===== src/hw/rtl/timing_sample_statistics_macros.svh =====
// ----------------------------------------------------------------------------
// Timing sample statistics: assertion macros
// Concurrent assertion wrappers, empty when synthesizing.
// ----------------------------------------------------------------------------
`ifndef TIMING_SAMPLE_STATISTICS_MACROS_SVH
`define TIMING_SAMPLE_STATISTICS_MACROS_SVH

`ifndef SYNTHESIS
`define TSS_ASSERT(name, clk, rstn, prop) \
    name: assert property (@(posedge clk) disable iff (!(rstn)) prop) \
        else $error("assertion failed: name");
`define TSS_NEVER(name, clk, rstn, cond) \
    name: assert property (@(posedge clk) disable iff (!(rstn)) !(cond)) \
        else $error("assertion failed: name");
`else
`define TSS_ASSERT(name, clk, rstn, prop)
`define TSS_NEVER(name, clk, rstn, cond)
`endif

`endif


===== src/hw/rtl/tss_pkg.sv =====
// ----------------------------------------------------------------------------
// Timing sample statistics package
// Shared widths, constants, record types and the register clamp.
// ----------------------------------------------------------------------------
package tss_pkg;

    localparam int DATA_W         = 64;
    localparam int CNT_W          = 13;
    localparam int CFG_IDX_W      = 2;
    localparam int NSQ_W          = 2 * CNT_W;
    localparam int MAX_ROW_LENGTH = 4096;
    localparam int MAX_ROWS       = 4096;

    localparam logic [DATA_W-1:0] VAR_SENTINEL = 64'd1111111111111111111;

    localparam logic [CFG_IDX_W-1:0] REG_ROW_LENGTH = 2'd0;
    localparam logic [CFG_IDX_W-1:0] REG_ROW_COUNT  = 2'd1;

    // one finished row, front to back
    typedef struct packed {
        logic [DATA_W-1:0] row_min;
        logic [DATA_W-1:0] row_max;
        logic [DATA_W-1:0] row_sum;
        logic [DATA_W-1:0] row_sq_sum;
        logic              sq_ovf;
        logic              sum_ovf;
        logic              last;
        logic [CNT_W-1:0]  n;
        logic [CNT_W-1:0]  m;
    } row_rec_t;

    typedef struct packed {
        logic              status;
        logic [CNT_W-1:0]  spurious_count;
        logic [DATA_W-1:0] total_variance;
        logic [DATA_W-1:0] max_spread;
        logic [DATA_W-1:0] variance_of_variances;
        logic [DATA_W-1:0] variance_of_minimums;
        logic [DATA_W-1:0] least_minimum;
        logic [DATA_W-1:0] grand_sum;
    } result_t;

    typedef struct packed {
        logic              start;
        logic [DATA_W-1:0] a;
        logic [DATA_W-1:0] b;
    } mul_req_t;

    typedef struct packed {
        logic                busy;
        logic                done;
        logic [2*DATA_W-1:0] prod;
    } mul_rsp_t;

    typedef struct packed {
        logic              start;
        logic [DATA_W-1:0] dividend;
        logic [NSQ_W-1:0]  divisor;
    } div_req_t;

    typedef struct packed {
        logic              busy;
        logic              done;
        logic [DATA_W-1:0] quotient;
    } div_rsp_t;

    function automatic logic [CNT_W-1:0] clamp_cnt(input logic [CNT_W-1:0] v,
                                                    input logic [CNT_W-1:0] hi);
        if (v == '0) begin
            return CNT_W'(1);
        end else if (v > hi) begin
            return hi;
        end else begin
            return v;
        end
    endfunction

endpackage


===== src/hw/rtl/tss_mul.sv =====
// ----------------------------------------------------------------------------
// Timing sample statistics: iterative multiplier
// 64x64 -> 128 product from four 32x32 partial products.
// ----------------------------------------------------------------------------
module tss_mul (
    input  logic              aclk,
    input  logic              aresetn,
    input  tss_pkg::mul_req_t req,
    output tss_pkg::mul_rsp_t rsp
);

    localparam int HALF_W = tss_pkg::DATA_W / 2;
    localparam int PROD_W = 2 * tss_pkg::DATA_W;

    logic [tss_pkg::DATA_W-1:0] a_reg;
    logic [tss_pkg::DATA_W-1:0] b_reg;
    logic [tss_pkg::DATA_W-1:0] pp_reg;
    logic [PROD_W-1:0]          acc_reg;
    logic [2:0]                 step_reg;
    logic                       busy_reg;
    logic                       done_reg;

    logic [HALF_W-1:0]          op_a;
    logic [HALF_W-1:0]          op_b;
    logic [tss_pkg::DATA_W-1:0] pp_next;
    logic [PROD_W-1:0]          pp_shifted;

    // step 0: lo*lo, 1: lo*hi, 2: hi*lo, 3: hi*hi
    always_comb begin
        op_a = step_reg[1] ? a_reg[tss_pkg::DATA_W-1:HALF_W] : a_reg[HALF_W-1:0];
        op_b = step_reg[0] ? b_reg[tss_pkg::DATA_W-1:HALF_W] : b_reg[HALF_W-1:0];
        pp_next = tss_pkg::DATA_W'(op_a) * tss_pkg::DATA_W'(op_b);
    end

    // partial product registered last step belongs to step_reg - 1
    always_comb begin
        case (step_reg)
            3'd1:    pp_shifted = PROD_W'(pp_reg);
            3'd2,
            3'd3:    pp_shifted = PROD_W'(pp_reg) << HALF_W;
            3'd4:    pp_shifted = PROD_W'(pp_reg) << tss_pkg::DATA_W;
            default: pp_shifted = '0;
        endcase
    end

    always_ff @(posedge aclk) begin
        if (!aresetn) begin
            busy_reg <= 1'b0;
            done_reg <= 1'b0;
            step_reg <= '0;
        end else begin
            done_reg <= 1'b0;
            if (req.start) begin
                a_reg    <= req.a;
                b_reg    <= req.b;
                acc_reg  <= '0;
                step_reg <= '0;
                busy_reg <= 1'b1;
            end else if (busy_reg) begin
                step_reg <= step_reg + 3'd1;
                if (step_reg < 3'd4) begin
                    pp_reg <= pp_next;
                end
                acc_reg <= acc_reg + pp_shifted;
                if (step_reg == 3'd4) begin
                    busy_reg <= 1'b0;
                    done_reg <= 1'b1;
                end
            end
        end
    end

    assign rsp.busy = busy_reg;
    assign rsp.done = done_reg;
    assign rsp.prod = acc_reg;

endmodule


===== src/hw/rtl/tss_front.sv =====
// ----------------------------------------------------------------------------
// Timing sample statistics: front end
// Takes samples, keeps row min/max/sum/sum of squares, hands finished rows on.
// ----------------------------------------------------------------------------
module tss_front (
    input  logic                          aclk,
    input  logic                          aresetn,
    input  logic                          s_tvalid,
    output logic                          s_tready,
    input  logic [tss_pkg::DATA_W-1:0]    s_tdata,   // [63:0] sample
    input  logic [tss_pkg::CNT_W-1:0]     row_length,
    input  logic [tss_pkg::CNT_W-1:0]     row_count,
    output logic                          push_valid,
    input  logic                          push_ready,
    output tss_pkg::row_rec_t             push_data
);

    typedef enum logic [1:0] {F_IDLE, F_SQ, F_PUSH} fstate_t;

    fstate_t                    state_reg;
    logic [tss_pkg::DATA_W-1:0] row_min_reg;
    logic [tss_pkg::DATA_W-1:0] row_max_reg;
    logic [tss_pkg::DATA_W-1:0] row_sum_reg;
    logic [tss_pkg::DATA_W-1:0] row_sq_reg;
    logic                       sq_ovf_reg;
    logic                       sum_ovf_reg;
    logic [tss_pkg::CNT_W-1:0]  sample_index_reg;
    logic [tss_pkg::CNT_W-1:0]  row_index_reg;

    tss_pkg::mul_req_t          mul_req;
    tss_pkg::mul_rsp_t          mul_rsp;

    logic [tss_pkg::DATA_W:0]   sum_add;
    logic [tss_pkg::DATA_W:0]   sq_add;
    logic [tss_pkg::CNT_W-1:0]  n_next;
    logic [tss_pkg::CNT_W-1:0]  m_next;
    logic                       run_last;

    tss_mul u_mul (
        .aclk    (aclk),
        .aresetn (aresetn),
        .req     (mul_req),
        .rsp     (mul_rsp)
    );

    assign s_tready      = state_reg == F_IDLE;
    assign mul_req.start = s_tvalid && s_tready;
    assign mul_req.a     = s_tdata;
    assign mul_req.b     = s_tdata;

    always_comb begin
        sum_add  = {1'b0, row_sum_reg} + {1'b0, s_tdata};
        sq_add   = {1'b0, row_sq_reg} + {1'b0, mul_rsp.prod[tss_pkg::DATA_W-1:0]};
        n_next   = sample_index_reg + tss_pkg::CNT_W'(1);
        m_next   = row_index_reg + tss_pkg::CNT_W'(1);
        run_last = m_next >= tss_pkg::clamp_cnt(row_count,
                                                tss_pkg::CNT_W'(tss_pkg::MAX_ROWS));
    end

    assign push_valid           = state_reg == F_PUSH;
    assign push_data.row_min    = row_min_reg;
    assign push_data.row_max    = row_max_reg;
    assign push_data.row_sum    = row_sum_reg;
    assign push_data.row_sq_sum = row_sq_reg;
    assign push_data.sq_ovf     = sq_ovf_reg;
    assign push_data.sum_ovf    = sum_ovf_reg;
    assign push_data.last       = run_last;
    assign push_data.n          = sample_index_reg;
    assign push_data.m          = m_next;

    always_ff @(posedge aclk) begin
        if (!aresetn) begin
            state_reg        <= F_IDLE;
            row_min_reg      <= '1;
            row_max_reg      <= '0;
            row_sum_reg      <= '0;
            row_sq_reg       <= '0;
            sq_ovf_reg       <= 1'b0;
            sum_ovf_reg      <= 1'b0;
            sample_index_reg <= '0;
            row_index_reg    <= '0;
        end else begin
            unique case (state_reg)
                F_IDLE: begin
                    if (s_tvalid) begin
                        if (s_tdata < row_min_reg) begin
                            row_min_reg <= s_tdata;
                        end
                        if (s_tdata > row_max_reg) begin
                            row_max_reg <= s_tdata;
                        end
                        row_sum_reg <= sum_add[tss_pkg::DATA_W-1:0];
                        if (sum_add[tss_pkg::DATA_W]) begin
                            sum_ovf_reg <= 1'b1;
                        end
                        state_reg <= F_SQ;
                    end
                end
                F_SQ: begin
                    if (mul_rsp.done) begin
                        row_sq_reg <= sq_add[tss_pkg::DATA_W-1:0];
                        if (sq_add[tss_pkg::DATA_W] ||
                            (|mul_rsp.prod[2*tss_pkg::DATA_W-1:tss_pkg::DATA_W])) begin
                            sq_ovf_reg <= 1'b1;
                        end
                        sample_index_reg <= n_next;
                        if (n_next >= tss_pkg::clamp_cnt(row_length,
                                tss_pkg::CNT_W'(tss_pkg::MAX_ROW_LENGTH))) begin
                            state_reg <= F_PUSH;
                        end else begin
                            state_reg <= F_IDLE;
                        end
                    end
                end
                F_PUSH: begin
                    if (push_ready) begin
                        row_min_reg      <= '1;
                        row_max_reg      <= '0;
                        row_sum_reg      <= '0;
                        row_sq_reg       <= '0;
                        sq_ovf_reg       <= 1'b0;
                        sum_ovf_reg      <= 1'b0;
                        sample_index_reg <= '0;
                        row_index_reg    <= run_last ? '0 : m_next;
                        state_reg        <= F_IDLE;
                    end
                end
                default: state_reg <= F_IDLE;
            endcase
        end
    end

endmodule


===== config.mk =====
export PLATFORM = sky130hd
export DESIGN_NAME = tss_front
export DESIGN_NICKNAME = d
export VERILOG_FILES = /design/src/hw/rtl/timing_sample_statistics_macros.svh /design/src/hw/rtl/tss_pkg.sv /design/src/hw/rtl/tss_mul.sv /design/src/hw/rtl/tss_front.sv
export SDC_FILE = /design/constraint.sdc
export NUM_CORES = 2
export LEC_CHECK = 0
export BUFFER_PORTS_ARGS = -buffer_cell sky130_fd_sc_hd__buf_4
export CAP_MARGIN = 20
export CELL_PAD_IN_SITES_DETAIL_PLACEMENT = 1
export CELL_PAD_IN_SITES_GLOBAL_PLACEMENT = 2
export CORE_ASPECT_RATIO = 1.4
export CORE_MARGIN = 4
export CORE_UTILIZATION = 44
export CTS_CLUSTER_DIAMETER = 80
export DETAILED_ROUTE_END_ITERATION = 12
export HOLD_SLACK_MARGIN = 0.1
export PLACE_DENSITY = 0.95
export SLEW_MARGIN = 20
export SYNTH_ARGS = -nofsm -noshare
export SYNTH_HDL_FRONTEND = slang
export SYNTH_HIERARCHICAL = 1
export SYNTH_SLANG_ARGS = --single-unit

===== constraint.sdc =====
create_clock -name aclk -period 20.6 [get_ports aclk]
set_input_delay 6.18 -clock aclk [delete_from_list [all_inputs] [get_ports aclk]]
set_output_delay 6.18 -clock aclk [all_outputs]
set_load 0.01 [all_outputs]

# Word level (Yosys, flattened, before mapping)
# Cells that the tools add are included.
# totals
register_bits,547
inputBits,94
output_inout_bits,287
wordCells,111
# classes
add_sub_neg,6
n_mul,1
n_lt_le_gt_ge,7
eq_ne,13
muxes,43
n_bitwise,3
n_reduce_logical,23
# op_table
op,count
$mux W64,8
$pmux W64 S2,4
$pmux W128 S3,1
$add A64 B64 Y65,2
$mux W13,10
$add A128 B128 Y128,1
$mux W128,1
$gt A64 B64 Y1,1
$lt A64 B64 Y1,1
$mul A32 B32 Y64,1
$mux W32,2
$reduce_or A64 Y1,1
$add A13 B1 Y13 const B,2
$ge A13 B13 Y1,2
$gt A13 B13 Y1 const B,2
$logic_not A13 Y1,2
$pmux W13 S2,1
$reduce_and A4 Y1,5
$ne A2 B1 Y1 const B,5
$mux W1,9
$reduce_and A3 Y1,3
$mux W2,4
$eq A3 B2 Y1 const B,2
$pmux W2 S3,1
other kinds (16),25

# Depth between registers and ports, before layout
# depth
word_depth,10
mapped_depth,33

# Modules after synthesis
# Netlist, hierarchy kept.
# by_module_without_submodules
module,instances,cells_per_inst,area_per_inst_um2,seq_area_each_um2
tss_mul,1,5862,53706.5,9709.3
tss_front,1,2646,21443.1,5725.5

# Worst setup path before layout
# Ideal clock, no wire load.
# synth_path
path_kind,input to output
from,input port row_count[12] (netlist name)
to,output port push_data[26] (netlist name)
arrival_time_ns,8.635
path_slack_ns,5.785
cell_stages,15
path_buffers,3
cell_sequence,inv_1 > clkbuf_1 > nand2_1 > ha_1 > a21o_1 > a21o_1 > a21o_1 > a21o_1 > a21oi_1 > o31ai_1 > a21o_1 > a21oi_1 > clkbuf_1 > inv_1 > buf_4
# synth_via
elab_chain_len,4
# synth_lines
element,line,rtl
"start, declared",tss_front.sv:12,"input logic [tss_pkg::CNT_W-1:0] row_count,"
$gt A13 B13 Y1,tss_pkg.sv:71,end else if (v > hi) begin
$mux W13,tss_pkg.sv:71,
$mux W13 (*),tss_pkg.sv:69,if (v == '0) begin
$ge A13 B13 Y1 (*),tss_front.sv:56,"run_last = m_next >= tss_pkg::clamp_cnt(row_count,"
"end, declared",tss_front.sv:15,output tss_pkg::row_rec_t push_data
# Every way passes the cells marked *; elsewhere a longest branch is shown, timed or not.

==> results.yml <==
outcome:
  status: "finished, final reports clean"
die:
  dieWidth_um: 357
  ios: 381
  initial_core_util_pct: 44.3
  placementRows: 179
  die_y_um: 497
  dieArea_um2: 178000
  core_um2: 170000
grt:
  grt_start_max_net_pins: 90
  overflow: 0
  grt_use_total_pct: 35.8
  grt_first_pass_wirelength_um: 473000
  grt_pass1_vias: 73607
  antenna_found_initial: 3
drt:
  wl_met1_um: 110000
  wl_met2_um: 154000
  num_vias: 66898
  drtIter0Drc: 4904
  ant_nets: 0
  via_per_inst: 6.11
  met3_length_um: 24200
  routed.top_layer: "met4"
  wire_per_inst_um: 29.5
  firstDrtPassIters: 6
  finalWirelength_um: 323000
  route.detailed.drc: 0
sta:
  rsz0062_at_grt: "no"
  fmax_mhz: 66.0
  max_slew_margin_pct: 19.5
  fin_tns_setup_ns: 0
  worst_pin_slew_ns: 1.18
  fin_hold_ws_ns: 0.474
  post-route-period-util_pct: 73.6
  skew_ns: 0.0680
  setup_viol: 0
  finalMaxSlewViolations: 0
  finalCriticalPeriod_ns: 15.15
  hold_violations: 0
finish:
  drive_gt1_share_pct: 9.34
  finalNetCount: 10285
  instances_no_fill: 10941
  area_delta_synth_final_pct: 9.95
  largest_register_ffs: 128
  fin_area_um2: 82600
place:
  placed_cells: 10800
  port_buffers: 380
  post-dp-hpwl_um: 255000
  dpl_cell_area_um2: 80000
  gp_congestion: 0.992
synthesis:
  syn_avg_cell_area_um2: 8.83
  synth_fp_nets: 10178
  syn_area_um2: 75100
  synth_cells: 8507
  yosys_warnings: 6
critical_path:
  reg2reg_from: "u_mul/step_reg[0]"
  start_kind: "input pin"
  crit_path_end_kind: "primary output"
  crit_start: "row_count[4]"
  arrival_ns: 8.97
  path_class: "in -> out"
  worstPathRequired_ns: 14.42
  worstPathMaxFanout: 13
run:
  drv_cap: 0
cts:
  hold_buffers: 0
  clock-sinks: 611
  cts_setup_buffers: 0
  clock_path_buffers: 3
  cts_tree: "yes"
  clock_latency_ns: 0.73
  clkTransAtPathRegs_ns: 0.06
  cts_resized: 0
  cts_made_buffers: 74
  h-tree-depth: 3
  root_buffer: "clkbuf_16"
min_path:
  hold_class: "reg -> reg"
  min_from: "row_index_reg[12]"
==> layout by cell type, fill, tap and decap left out, drive strengths merged, types with 247 or more instances in the layout <==
cell	instances
a21o	247
a21oi	521
buf	476
dfxtp	291
edfxtp	320
fa	899
ha	678
inv	1115
nand2	850
nor2	1037
o21ai	302
==> worst paths after layout <==
kind / endpoint / slack, ns / cells after the start
max: push_data[26] / 5.45 / 15
min: row_index_reg[12] / 0.47 / 2
max reg2reg: u_mul/pp_reg[60] / 9.89 / 26
min reg2reg: row_index_reg[12] / 0.47 / 2
==> worst max-delay path: stages <==
cell,delay [ns]
buf_4,0.12
nor4_1,0.30
a31oi_1,0.14
nor2_1,0.11
ha_1,0.23
nand2b_1,0.14
a21o_1,0.17
a21o_1,0.17
a21o_1,0.17
a21oi_1,0.18
o31ai_1,0.09
a21o_1,0.21
a21oi_2,0.51
inv_1,0.09
buf_4,0.17
==> metrics by stage <==
| stage | setup slack (ns) | utilization [%] |
|---|---|---|
| floorplan | 5.78 | - |
| global placement | 5.00 | 47.1 |
| detailed placement | 5.06 | 47.1 |
| CTS | 5.03 | 48.7 |
| global route | 5.14 | 48.7 |
| finish | 5.45 | 48.7 |
==> routing by layer <==
metal  up-vias  GRT usage (%)
met2      3011           60.9
met4         0           30.5
met1     33932           37.9
met5         -              0
li1      28735              -
met3      1220           7.19
==> final cells by class <==
| cell class | instances | area [um2] |
|---|---|---|
| Clock buffer | 84 | 1940 |
| Tap cell | 2262 | 2830 |
| Inverter | 1111 | 4180 |
| Antenna cell | 5 | 12.5 |
| Sequential cell | 611 | 15400 |
| Clock inverter | 52 | 638 |
| Fill cell | 19870 | 87100 |
| Timing Repair Buffer | 476 | 3580 |
| Multi-Input combinational cell | 6340 | 54000 |
Power is not shown: default switching activity piles up to over one toggle a cycle in this logic, so the estimate is an artifact.
