--- src/hw/rtl/timing_sample_statistics_macros.svh ---
// ----------------------------------------------------------------------------
// Timing sample statistics: assertion macros
// Concurrent assertion wrappers, empty when synthesizing.
// ----------------------------------------------------------------------------
`ifndef TIMING_SAMPLE_STATISTICS_MACROS_SVH
`define TIMING_SAMPLE_STATISTICS_MACROS_SVH

`ifndef SYNTHESIS
`define TSS_ASSERT(name, clk, rstn, prop) \
    name: assert property (@(posedge clk) disable iff (!(rstn)) prop) \
        else $error("assertion failed: name");
`define TSS_NEVER(name, clk, rstn, cond) \
    name: assert property (@(posedge clk) disable iff (!(rstn)) !(cond)) \
        else $error("assertion failed: name");
`else
`define TSS_ASSERT(name, clk, rstn, prop)
`define TSS_NEVER(name, clk, rstn, cond)
`endif

`endif

--- src/hw/rtl/tss_pkg.sv ---
// ----------------------------------------------------------------------------
// Timing sample statistics package
// Shared widths, constants, record types and the register clamp.
// ----------------------------------------------------------------------------
package tss_pkg;

    localparam int DATA_W         = 64;
    localparam int CNT_W          = 13;
    localparam int CFG_IDX_W      = 2;
    localparam int NSQ_W          = 2 * CNT_W;
    localparam int MAX_ROW_LENGTH = 4096;
    localparam int MAX_ROWS       = 4096;

    localparam logic [DATA_W-1:0] VAR_SENTINEL = 64'd1111111111111111111;

    localparam logic [CFG_IDX_W-1:0] REG_ROW_LENGTH = 2'd0;
    localparam logic [CFG_IDX_W-1:0] REG_ROW_COUNT  = 2'd1;

    // one finished row, front to back
    typedef struct packed {
        logic [DATA_W-1:0] row_min;
        logic [DATA_W-1:0] row_max;
        logic [DATA_W-1:0] row_sum;
        logic [DATA_W-1:0] row_sq_sum;
        logic              sq_ovf;
        logic              sum_ovf;
        logic              last;
        logic [CNT_W-1:0]  n;
        logic [CNT_W-1:0]  m;
    } row_rec_t;

    typedef struct packed {
        logic              status;
        logic [CNT_W-1:0]  spurious_count;
        logic [DATA_W-1:0] total_variance;
        logic [DATA_W-1:0] max_spread;
        logic [DATA_W-1:0] variance_of_variances;
        logic [DATA_W-1:0] variance_of_minimums;
        logic [DATA_W-1:0] least_minimum;
        logic [DATA_W-1:0] grand_sum;
    } result_t;

    typedef struct packed {
        logic              start;
        logic [DATA_W-1:0] a;
        logic [DATA_W-1:0] b;
    } mul_req_t;

    typedef struct packed {
        logic                busy;
        logic                done;
        logic [2*DATA_W-1:0] prod;
    } mul_rsp_t;

    typedef struct packed {
        logic              start;
        logic [DATA_W-1:0] dividend;
        logic [NSQ_W-1:0]  divisor;
    } div_req_t;

    typedef struct packed {
        logic              busy;
        logic              done;
        logic [DATA_W-1:0] quotient;
    } div_rsp_t;

    function automatic logic [CNT_W-1:0] clamp_cnt(input logic [CNT_W-1:0] v,
                                                    input logic [CNT_W-1:0] hi);
        if (v == '0) begin
            return CNT_W'(1);
        end else if (v > hi) begin
            return hi;
        end else begin
            return v;
        end
    endfunction

endpackage

--- src/hw/rtl/tss_queue.sv ---
// ----------------------------------------------------------------------------
// Timing sample statistics: row queue
// Two-entry queue of finished rows between front and back.
// ----------------------------------------------------------------------------
module tss_queue (
    input  logic                aclk,
    input  logic                aresetn,
    input  logic                push_valid,
    output logic                push_ready,
    input  tss_pkg::row_rec_t   push_data,
    output logic                pop_valid,
    input  logic                pop_ready,
    output tss_pkg::row_rec_t   pop_data
);

    tss_pkg::row_rec_t mem [2];
    logic       wr_ptr_reg;
    logic       rd_ptr_reg;
    logic [1:0] count_reg;
    logic       do_push;
    logic       do_pop;

    assign push_ready = count_reg != 2'd2;
    assign pop_valid  = count_reg != 2'd0;
    assign pop_data   = mem[rd_ptr_reg];
    assign do_push    = push_valid && push_ready;
    assign do_pop     = pop_valid && pop_ready;

    always_ff @(posedge aclk) begin
        if (do_push) begin
            mem[wr_ptr_reg] <= push_data;
        end
    end

    always_ff @(posedge aclk) begin
        if (!aresetn) begin
            wr_ptr_reg <= 1'b0;
            rd_ptr_reg <= 1'b0;
            count_reg  <= '0;
        end else begin
            if (do_push) begin
                wr_ptr_reg <= !wr_ptr_reg;
            end
            if (do_pop) begin
                rd_ptr_reg <= !rd_ptr_reg;
            end
            count_reg <= count_reg + 2'(do_push) - 2'(do_pop);
        end
    end

endmodule

--- config.mk ---
export PLATFORM = sky130hd
export DESIGN_NAME = tss_queue
export DESIGN_NICKNAME = d
export VERILOG_FILES = /design/src/hw/rtl/timing_sample_statistics_macros.svh /design/src/hw/rtl/tss_pkg.sv /design/src/hw/rtl/tss_queue.sv
export SDC_FILE = /design/constraint.sdc
export NUM_CORES = 1
export LEC_CHECK = 0
export BUFFER_PORTS_ARGS = -buffer_cell sky130_fd_sc_hd__buf_4
export CAP_MARGIN = 40
export CORE_MARGIN = 2
export CORE_UTILIZATION = 25
export DETAILED_ROUTE_END_ITERATION = 16
export GPL_ROUTABILITY_DRIVEN = 0
export SYNTH_ARGS = -nofsm -noshare
export SYNTH_HDL_FRONTEND = slang
export SYNTH_SLANG_ARGS = --single-unit
--- constraint.sdc ---
create_clock -name aclk -period 10.4 [get_ports aclk]
set_clock_uncertainty 0.2 [all_clocks]
set_input_delay 0.52 -clock aclk [delete_from_list [all_inputs] [get_ports aclk]]
set_output_delay 0.52 -clock aclk [all_outputs]
set_load 0.02 [all_outputs]
---- Word level (Yosys, flattened, before mapping) ----
Memories as Yosys holds them, arrays and structs flattened. A register that Yosys moved wholly into a read port is not among the register bits.
Cells that the tools add are included.
word-level totals
  register bits ........................... 4
  memories kept ........................... 1
  output and inout port bits .............. 287
  memory bits (writable) .................. 570
  bits in latches ......................... 0
  bits in read-only memories .............. 0
  word-level logic and storage cells ...... 16
memories
  name  words  bits a word  rd ports  clocked after Yosys merged registers in  write ports  line             RTL
  mem   2      285          1         1                                        1            tss_queue.sv:16  tss_pkg::row_rec_t mem [2];
cells by class
  shift operators ......................... 0
  reduce and logical (&&, ||, !) cells .... 5
  $mul .................................... 0
  order comparisons ....................... 0
  add/sub/neg operators ................... 2
  bitwise logic cells ..................... 0
  equality and inequality tests ........... 1
  div/mod/pow operators ................... 0
  muxes and demuxes ....................... 4
operators by type and width
  kind                number
  $mux 1              4
  $add 2x1->2         1
  $logic_and 1x1->1   2
  $logic_not 1->1     2
  $ne 2x2->1 const B  1
  $reduce_bool 2->1   1
  $sub 2x1->2         1

---- Depth between registers and ports, before layout ----
Gate-level depths: netlist (run 1).
  depth after elaboration ................. 4
  depth in mapped cells ................... 6
  mapped depth without buffers ............ 6

---- Worst setup path before layout (run 1) ----
No wires, ideal clock.
  kind .................................... flip-flop to flip-flop
  start ................................... register count_reg[0]
  end ..................................... memory mem[1][0] (netlist bit) (enable)
  period minus slack after synthesis ...... 8.132 ns
  path slack .............................. 2.268 ns
  stages on the path, launching flop included .. 3
  arrival ................................. 7.246 ns
  cells stage by stage .................... dfxtp_1 -> nand2b_1 -> and3_1
on the way
  longest elaborated chain between the ends .. 4
ends and longest elaborated chain
  item                          line             RTL
  start: declaration            tss_queue.sv:19  logic [1:0] count_reg;
  start signal: assignment      tss_queue.sv:47  count_reg <= count_reg + 2'(do_push) - 2'(do_pop);
  $ne 2x2->1                    tss_queue.sv:23  assign push_ready = count_reg != 2'd2;
  named net push_ready          tss_queue.sv:9   output logic push_ready,
  $logic_and 1x1->1             tss_queue.sv:26  assign do_push = push_valid && push_ready;
  $mux 1                        tss_queue.sv:30  if (do_push) begin
  $mux 1 (implied by the code)  tss_queue.sv:31  mem[wr_ptr_reg] <= push_data;
  end: declaration              tss_queue.sv:16
The timed path passes the listed nets, and every way through them passes these cells.

==> metrics list, run 1 <==
- Run status: finished, final reports clean
- Final slew viol count: 0
- Starting Density: 0.252
- Comb pwr share: 0.268
- Static timing analysis puts the maximum clock frequency at 241 MHz.
* Startpoint class of the critical path: flip-flop
* Detailed-router iteration count before antenna repair: 4
- Slowest stage delay, CP: 0.66 ns
- Of the total power, the share spent switching nets is 0.270.
- Unrepaired setup endpoints after global routing: false
- The clock passes through at most 3 buffers.
- For the pin with the worst max-slew slack, the measured transition is 1.02 ns.
* Initial DRC count: 554
- Relative to the synthesized area, the layout overhead comes to 49.0%.
- The floorplan step defined a die boundary enclosing 89800 sq um.
- Total nets after synthesis: 1207
* Number of routed nets with antenna violations: 0
* Fin nets: 2122
* CTS tree: yes
- Clock tree synthesis inserted a total of 66 buffers.
- The cell area that synthesis handed to floorplanning was 21900 sq um.
* Core region area: 86800 sq um
* Final period util: 0.399
- Fraction of the yosys area taken by sequential cells: 0.787
- In the synthesized netlist the dominant register cell turns out to be edfxtp_1.
- Crit. End Element: primary output
- The number of different library cells used by synthesis comes to 25.
- Headroom to the max-slew limit came out at 0.322.
- STA puts the critical path data arrival time at 3.43 ns.
- The clock period could shrink to 4.15 ns.
- The path class of the tightest hold or removal check is input port to flip-flop.
- In this design, the critical path's most frequently occurring cell is buf_4.
- Max-capacitance violation count: 0
- Final HPWL from detailed placement: 35.6 mm
- Number of standard cells in the layout, taps in and fillers out: 3038
* Post-CTS sizing: 0
- Final routed DRC violation total: 0
- The tree is rooted in a clkbuf_16.
- The internal portion of the total power is 5.16 mW.
* Total vias in the final route: 11900
- Overall power: 7.07 mW
- Summed over all nets, wire length on met3 after detailed routing comes to 3.46 mm.
* Layout cells sized above 1: 0.519
- Sw Pwr: 1.91 mW
- By startpoint and endpoint, the worst setup path is classified as flip-flop to primary output.
- For this run, asynchronously set or reset flops after synthesis account for 0.
* Clock share of power: 0.323
- From left edge to right edge, the die measures 300 um.
- In this run the worst path has a maximum fanout of 46.
* Avg Cell Area, Syn: 23.8 sq um
* Via count of the first global-routing pass: 13200
* Sequential group share of total power: 0.409
- Post-Syn Instances: 917
* Final number of hold-violating endpoints: 0
- Setup violations remaining at the end of the flow were counted as 0.
- Maximum resistive drop on vdd: 0.208 mV
* Detailed Route WL: 52.7 mm
* Remaining global-route overflow: 0
- The register with the most flip-flops in the layout has 570 of them.
- In this run, synthesis inferred 570 flip-flops with an integrated enable.
* Syn. warnings: 0
* Tightest hold margin: 0.0807 ns
- In this run, placement finished with an instance count of 2633.
* Critical path's slowest cell: buf_4
- Number of antenna violations at the first check in global routing: 5
- For the final routed database, the setup TNS stands at 0 ns.
* FF+latch count, synth: 575
* Maximum number of pins on one net before global-route repair: 110
* Worst Path Required: 9.68 ns
- Sum of routed wire segments on met1: 20.4 mm
* Clock latency of the later-clocked register in the worst-skew pair: 0.59 ns
- Post-DR vias/cell: 3.93
- Met2 wire len: 27.0 mm
* Highest metal used: met5
- Summed over all cells, the static leakage comes to 12.5 nW.
- From bottom edge to top edge, the die measures 300 um.
- Clock transition at the registers of the reported paths: 0.06 ns
* Number of clock sinks seen by CTS: 575
* GR Util All Layers: 0.113
- The initialized floorplan defines 108 standard-cell rows.
- Crit path cell chain: buf_12, buf_4, buf_16, buf_4, mux2_2, buf_4
- In this run the number of H-tree levels came out at 3.
- The first global-routing pass estimated 77.6 mm of wire.
- For this design the ratio of total power to cell area is 217 nW/um^2.
* Average wire per standard cell: 17.3 um
* Count of buffers inserted at the top-level ports: 575
- For this design the top-level I/O count stands at 576.
==> worst paths after layout <==
| kind | start | endpoint | slack [ns] | cells past startpoint |
|---|---|---|---|---|
| worst max register to register | count_reg[0] | mem[0][212] | 6.90 | 6 |
| worst min register to register | rd_ptr_reg | rd_ptr_reg | 0.31 | 2 |
| worst min-delay path | push_valid | wr_ptr_reg | 0.08 | 3 |
| worst max-delay path | flip-flop | pop_data[18] | 6.25 | 6 |
==> critical path: cells and delay by family, from the launching register on <==
family / cells / cell delay, ns
flops: 1 / 0.64
mux: 1 / 0.41
buf+inv: 5 / 1.64
==> per-layer routing <==
layer,up-vias,global-route usage
met5,-,0
met1,5927,0.126
met4,2,0.0451
li1,5503,-
met3,109,0.0321
met2,404,0.201
==> layout make-up <==
class / count / area [sq um]
Sequential cell: 575 / 17200
Tap cell: 1155 / 1450
Timing Repair Buffer: 879 / 7450
Fill cell: 7996 / 54200
Clock inverter: 35 / 360
Antenna cell: 3 / 7.51
Clock buffer: 81 / 1770
Inverter: 2 / 15.0
Multi-Input combinational cell: 308 / 4310
==> cell usage in the layout (no fill, tap or decap), types with 4 or more instances in the layout <==
cell type      instances
buf_4                585
edfxtp_1             570
dlygate4sd3_1        286
mux2_4               250
clkbuf_16             69
mux2_2                35
clkinv_1              12
clkbuf_1              12
clkinv_2               9
bufinv_16              7
inv_6                  6
buf_16                 5
nor2_1                 4
dfxtp_1                4
==> cell families (layout without fill, tap and decap cells) <==
group / count (synthesis) / count (layout) / share of synthesized area
simple gates: 15 / 15 / 0.00401
other cells: 0 / 3 / 0
compound gates: 6 / 6 / 0.00200
mux: 285 / 285 / 0.190
fa+ha+maj: 1 / 1 / 0.000572
buf+inv: 34 / 997 / 0.0160
flops: 575 / 575 / 0.787
xor+xnor: 1 / 1 / 0.000401
==> power by group through the flow <==
stage | Combinational [mW] | Sequential, mW | Clock (mW)
2_1_floorplan | 1.17 | 2.97 | 0
3_3_place_gp | 1.77 | 2.95 | 0
3_5_place_dp | 1.82 | 2.94 | 0
4_1_cts | 1.92 | 2.89 | 2.36
5_1_grt | 1.99 | 2.91 | 2.45
6_report | 1.89 | 2.89 | 2.29
==> timing repair <==
item | 4_1_cts | 5_1_grt
buffers inserted | 0 | 0
hold buffers | 286 | 0
hold endpoints to repair | 572 | 0
==> synthesized netlist by cell type, types with 2 or more instances <==
library cell	count	area (sq um)
buf_2	3	15.0
mux2_4	250	3750
o21ai_0	2	10.0
edfxtp_1	570	17100
mux2_2	35	394
and3_1	2	12.5
dfxtp_1	5	100
inv_1	2	7.51
buf_6	29	327
nor2_1	4	15.0
==> through the flow <==
step / utilization / worst slack (ns) / area [sq um]
6_report: 0.376 / 6.25 / 32600
5_1_grt: 0.375 / 6.05 / 32600
4_1_cts: 0.375 / 6.17 / 32600
3_5_place_dp: 0.318 / 6.79 / 27600
3_3_place_gp: 0.316 / 6.42 / 27400
2_1_floorplan: - / 2.27 / 21900
Power figures use the tool's default switching activity.
==> run 2, diff against run 1 <==
clock period = 3.6 ns   (was 10.4 ns; I/O delays follow)
==> metrics list, run 2 (same netlist as run 1, synthesis figures left out) <==
* Run status: finished, final reports clean
* Post-CTS sizing: 0
* Power per cell area: 615 nW/um^2
- Of the total power, registers draw 0.416.
- After clock tree synthesis, the clock-pin slew on the worst setup and hold paths is 0.06 ns.
* Reg-to-reg endpoint: mem[0][86]
* Register-to-register setup slack: 1.24 ns
- Detailed Route WL: 52.8 mm
- Initial DRC count: 589
- The worst register-to-register path has a depth of 5.
- Startpoint class of the critical path: flip-flop
- Setup total negative slack: 0 ns
- Of the total power, the share spent switching nets is 0.274.
- The share of total power dissipated in combinational logic is 0.280.
- Number of clock sinks seen by CTS: 575
- For the pin with the worst max-slew slack, the measured transition is 0.614 ns.
- The number of hold violations in the final report came to 0.
- Via count of the first global-routing pass: 13300
- Maximum resistive drop on vdd: 0.484 mV
* Startpoint of the lowest-slack hold path: push_data[85]
* Layout-stage area growth over the synthesis result: 48.9%
* Max-capacitance violation count: 0
- In this run the tightest slew margin relative to its limit is 0.591.
- In the final layout, the share of cells above drive strength 1 is 0.518.
- STA classifies the critical path endpoint as a primary output.
- Dividing the final minimum period by the clock period gives 0.785.
* CTS tree: yes
* Worst Hold Path Cells: 2
* WS Path Type: flip-flop to primary output
* Horizontal die dimension: 300 um
- Summing all flip-flop and latch instances after layout gives 17200 sq um.
- Unrepaired setup endpoints after global routing: false
- Final HPWL from detailed placement: 36.0 mm
- Path type of the worst min-delay path: input port to flip-flop
- For the worst setup path, the data arrival time is 2.45 ns.
* Total vias in the final route: 12000
* Fin nets: 2136
* CP Max Fanout: 45
* Total setup violations reported at the end of the flow: 0
- The initialized floorplan defines 108 standard-cell rows.
* Clock latency of the later-clocked register in the worst-skew pair: 0.59 ns
* Total of fill cells in the finished design: 7994
* Post-DR vias/cell: 3.94
* Starting Density: 0.252
* GR Util All Layers: 0.112
- In this run the power spent charging and discharging nets is 5.48 mW.
* Min Tclk post-route: 2.83 ns
* Tightest hold margin: 0.0998 ns
- Core region area: 86800 sq um
* Number of routed nets with antenna violations: 0
* Leading cell type in the layout, fill and taps excluded: buf_4
- The startpoint identified for the worst register-to-register timing path is count_reg[0].
* Number of antenna violations at the first check in global routing: 6
- Static timing analysis puts the maximum clock frequency at 354 MHz.
- Internal Dissipation: 14.5 mW
* Average wire per standard cell: 17.3 um
- In the layout the commonest cells are buf_4, edfxtp_1, dlygate4sd3_1, mux2_4, clkbuf_16.
- The register with the most flip-flops in the layout has 570 of them.
* Buffer type at the clock tree root: clkbuf_16
- Maximum level of the CTS H-tree: 2
* Worst Path Required: 3.22 ns
- Summing all multi-input logic gate instances after layout gives 4310 sq um.
- Maximum number of pins on one net before global-route repair: 89
* Remaining global-route overflow: 0
- For this design the top-level I/O count stands at 576.
- The first global-routing pass estimated 77.8 mm of wire.
- The longest clock path from root to sink contains 3 buffers.
- Detailed-router iteration count before antenna repair: 4
- The path with the worst hold slack has its endpoint at mem[0][85].
- Die footprint: 89800 sq um
- The die is 300 um tall.
- Clock share of power: 0.305
- In this run the static leakage power is 12.5 nW.
- Count of buffers inserted at the top-level ports: 575
- After detailed routing, the number of remaining DRC violations is 0.
- The final-report max-slew violation count was 0.
- TritonCTS Buffers: 61
run 2: power groups by stage:
stage	Clock [mW]	Sequential, mW	Combinational [mW]
2_1_floorplan	0	8.50	3.38
3_3_place_gp	0	8.43	5.32
3_5_place_dp	0	8.47	5.37
4_1_cts	6.30	8.33	5.66
5_1_grt	6.58	8.38	5.87
6_report	6.10	8.32	5.60
run 2: worst max-delay path, cell delays in order, from the launching register on:
cell and delay, ns:
dfxtp_4 0.60, buf_12 0.27, buf_12 0.33, mux2_4 0.34
buf_4 0.16
run 2: how the worst max path moves through the flow:
stage / start / endpoint / slack (ns) / cells after the start
4_1_cts: flip-flop / pop_data[177] / 0.68 / 4
6_report: flip-flop / pop_data[177] / 0.77 / 4
3_3_place_gp: count_reg[0] / mem[0][178] / 0.96 / 4
5_1_grt: flip-flop / pop_data[177] / 0.63 / 4
2_1_floorplan: count_reg[0] / mem[0][0] / -1.91 / 3
3_5_place_dp: count_reg[0] / mem[0][175] / 1.24 / 5
run 2: per-layer routing:
| layer | global-route usage | part of all wire | routed length (um) |
|---|---|---|---|
| met1 | 0.124 | 0.38 | 20200 |
| met4 | 0.0390 | 0.031 | 1660 |
| met2 | 0.202 | 0.52 | 27300 |
| met5 | 0 | 0.00038 | 20 |
| met3 | 0.0348 | 0.070 | 3680 |
run 2: through the flow:
step                      instance area, sq um  std cells  utilization  power, mW  setup WS, ns
after floorplan                          21900        917            -       11.9         -1.91
after global placement                   27700       2648        0.319       13.8         0.959
after detailed placement                 27700       2649        0.319       13.8          1.24
after CTS                                32500       3051        0.375       20.3         0.678
after global routing                     32500       3053        0.375       20.8         0.630
final                                    32500       3053        0.375       20.0         0.773
run 2: layout make-up:
| class | count | area share |
|---|---|---|
| Antenna cell | 2 | 0.000154 |
| Clock buffer | 80 | 0.0504 |
| Clock inverter | 33 | 0.00949 |
| Inverter | 2 | 0.000346 |
| Multi-Input combinational cell | 308 | 0.133 |
| Sequential cell | 575 | 0.529 |
| Tap cell | 1155 | 0.0444 |
| Timing Repair Buffer | 898 | 0.234 |
run 2: what timing repair did:
action | in CTS | in global routing
hold buffers | 289 | 0
endpoints found under the setup margin | 0 | 0
hold endpoints to repair | 591 | 0
setup buffers | 0 | 0
==> run 3, diff against run 2 <==
ABC_AREA = 1   (was unset)
clock period = 2.7 ns   (was 3.6 ns; I/O delays follow)
==> metrics list, run 3 <==
- The share of total power dissipated in combinational logic is 0.291.
* Unrepaired setup endpoints after global routing: false
* First-pass GRT wire length: 77.5 mm
- Highest-count cells in the layout ignoring fill and taps: buf_4, edfxtp_1, dlygate4sd3_1, mux2_2, clkbuf_16
- Power per cell area: 894 nW/um^2
* Final period util: 0.925
* Area after DPL: 26700 sq um
* CP Max Fanout: 19
* Leading cell type in the layout, fill and taps excluded: buf_4
- During placement, the flow inserted port buffers numbering 575.
- Worst Max-Slew Pin Slew: 0.387 ns
- Yosys mapped a number of flops with a built-in enable equal to 570.
- After detailed routing, the total wire length is 53.3 mm.
- The startpoint identified for the worst register-to-register timing path is count_reg[1].
- Ranked by instance count, the synthesized netlist is headed by edfxtp_1, mux2_2, buf_6, mux2_4, nand2_1.
- Maximum number of pins on one net before global-route repair: 64
- The via count of the first global-routing pass is 13100.
- The clock reaches the later pin of the worst-skew pair after 0.61 ns.
- Of the synthesized area, sequential elements account for 0.821.
- Pin placement for this block handled 576 I/O pins.
- The path with the worst hold slack has its endpoint at mem[0][212].
- Once detailed placement completed, the half-perimeter wirelength came to 36.0 mm.
- Counting every sink on the clock net gives 575.
- In the routed design, unresolved DRC markers number 0.
- Number of routed nets with antenna violations: 0
- CTS placed an instance of clkbuf_16 at the clock tree root.
* Fraction of synthesized cell area taken by the top area cell type: 0.816
* Static leakage: 11.8 nW
- Most used DFF post-synth: edfxtp_1
- The run finished with clean final reports.
- WS Path Type: flip-flop to primary output
- Counting instances, the worst hold path has a depth of 2.
* Number of antenna violations at the first check in global routing: 4
- Max-slew headroom at the worst pin: 0.742
- Most frequent cell after synthesis: edfxtp_1
- Max-capacitance violation count: 0
- The share of total power dissipated in the clock network is 0.301.
- The synthesized design contains 575 register bits.
* Starting Density: 0.251
- Data on the critical path is required at its endpoint by 2.37 ns.
* Detailed-router iteration count before antenna repair: 5
* Async set-or-reset flop fraction in the synthesized netlist: 0
- For this run the aggregate overflow at the end of global routing stands at 0.
* Sw Pwr: 8.23 mW
- Maximum level of the CTS H-tree: 2
* Register-to-register setup slack: 0.55 ns
- Post-synthesis instance area: 21000 sq um
- Of the total power, registers draw 0.408.
* Total setup violations reported at the end of the flow: 0
- The floorplan step set the die width to 294 um.
- Counting distinct cell types in the post-synthesis netlist gives 14.
- The multi-input combinational cells in the finished layout cover a total of 3420 sq um.
* Layout cells sized above 1: 0.521
* Average wire per standard cell: 17.8 um
- The floorplan step set the die height to 294 um.
- Syn. warnings: 0
- Measured in cells, the most critical reg-to-reg path has a length of 7.
* Fin nets: 2154
* Initial DRC count: 444
* Total vias in the final route: 12100
- In the post-synthesis netlist, the biggest area contributors are edfxtp_1, mux2_2, buf_6.
- Max reg flops: 570
- The floorplan has 106 rows.
- CTS tree: yes
* Path type of the worst min-delay path: input port to flip-flop
- Synthesis produced a netlist whose cell count is 923.
- Using the TritonRoute via totals, the vias-per-cell ratio works out to 4.04.
* Startpoint of the lowest-slack hold path: push_data[212]
- Final Worst Setup Slack: 0.202 ns
- The longest clock path from root to sink contains 3 buffers.
- STA classifies the critical path startpoint as a flip-flop.
- Cell internal power was estimated by the tool at 20.2 mW.
- Relative to the synthesized area, the layout overhead comes to 51.7%.
- Averaged over all synthesized cells, the footprint is 22.7 sq um.
* Reg-to-reg endpoint: count_reg[0]
* TritonCTS Buffers: 61
* Flip-flop and latch area: 17200 sq um
* Area of all placed cells without fillers: 31800 sq um
- Maximum resistive drop on vdd: 0.527 mV
- Min Tclk post-route: 2.50 ns
- After floorplanning, the core was sized to cover 83400 sq um.
- Final number of hold-violating endpoints: 0
- After filler insertion, the fill cell instance count of the layout stands at 7509.
- Fraction of power spent switching nets: 0.289
* Die footprint: 86200 sq um
- When the netlist entered floorplanning its net count stood at 1213.
* Final slew viol count: 0
- Worst slack, placed: 0.658 ns
* Largest area contributor in the synthesized netlist: edfxtp_1
- Crit path DAT: 2.16 ns
- The worst setup path is captured at a primary output.
- Based on the critical path, the design can be clocked at up to 400 MHz.
- GR Util All Layers: 0.117
* Clock transition at the registers of the reported paths: 0.06 ns
run 3: cell families (layout without fill, tap and decap cells):
group / after synthesis / in the layout / share of synthesized area
compound gates: 1 / 1 / 0.000238
mux: 285 / 285 / 0.157
fa+ha+maj: 1 / 1 / 0.000596
buf+inv: 39 / 1031 / 0.0175
flops: 575 / 575 / 0.821
simple gates: 21 / 21 / 0.00382
xor+xnor: 1 / 1 / 0.000418
other cells: 0 / 4 / 0
run 3: layout make-up:
class / instances / share of cell area
Sequential cell: 575 / 0.541
Tap cell: 1080 / 0.0425
Timing Repair Buffer: 910 / 0.243
Clock inverter: 43 / 0.0156
Multi-Input combinational cell: 309 / 0.107
Inverter: 7 / 0.000826
Antenna cell: 4 / 0.000315
Clock buffer: 71 / 0.0491
run 3: metal layers:
metal	global-route usage	routed length, um	vias up
li1	-	-	5578
met1	0.129	20200	6087
met2	0.218	28400	359
met3	0.0303	3110	91
met4	0.0398	1450	4
met5	0	24	-
run 3: worst max-delay path by stage:
stage / to / slack, ns / cells after the start
floorplan: mem[1][0] / -2.71 / 4
global placement: pop_data[101] / 0.70 / 3
detailed placement: pop_data[100] / 0.66 / 3
CTS: pop_data[100] / 0.1 / 3
global route: pop_data[100] / 0.08 / 3
finish: pop_data[100] / 0.20 / 3
run 3: repair_timing:
action	CTS	global route
setup endpoints to repair	4	0
hold endpoints to repair	613	0
resized for setup	0	0
setup buffers	1	0
hold buffers	299	0
run 3: critical path: stages, from the launching register on:
cell     delay (ns)
dfxtp_4        0.59
buf_4          0.41
mux2_2         0.39
buf_4          0.16
run 3: stage by stage:
step	hold WS, ns	power (mW)	setup TNS, ns	utilization	std cells
detailed placement	0.122	19.8	0	0.321	2581
global route	0.00784	29.6	0	0.381	2996
floorplan	0.0284	16.6	-1541.49	-	923
global placement	0.121	19.6	0	0.321	2581
finish	0.0552	28.5	0	0.382	2999
CTS	0.000318	28.9	0	0.381	2995
run 3: power groups by stage:
stage	Clock, mW	Combinational (mW)	Sequential [mW]
4_1_cts	8.83	8.39	11.6
5_1_grt	9.16	8.72	11.7
3_5_place_dp	0	7.92	11.8
3_3_place_gp	0	7.86	11.8
6_report	8.55	8.28	11.6
2_1_floorplan	0	4.68	11.9
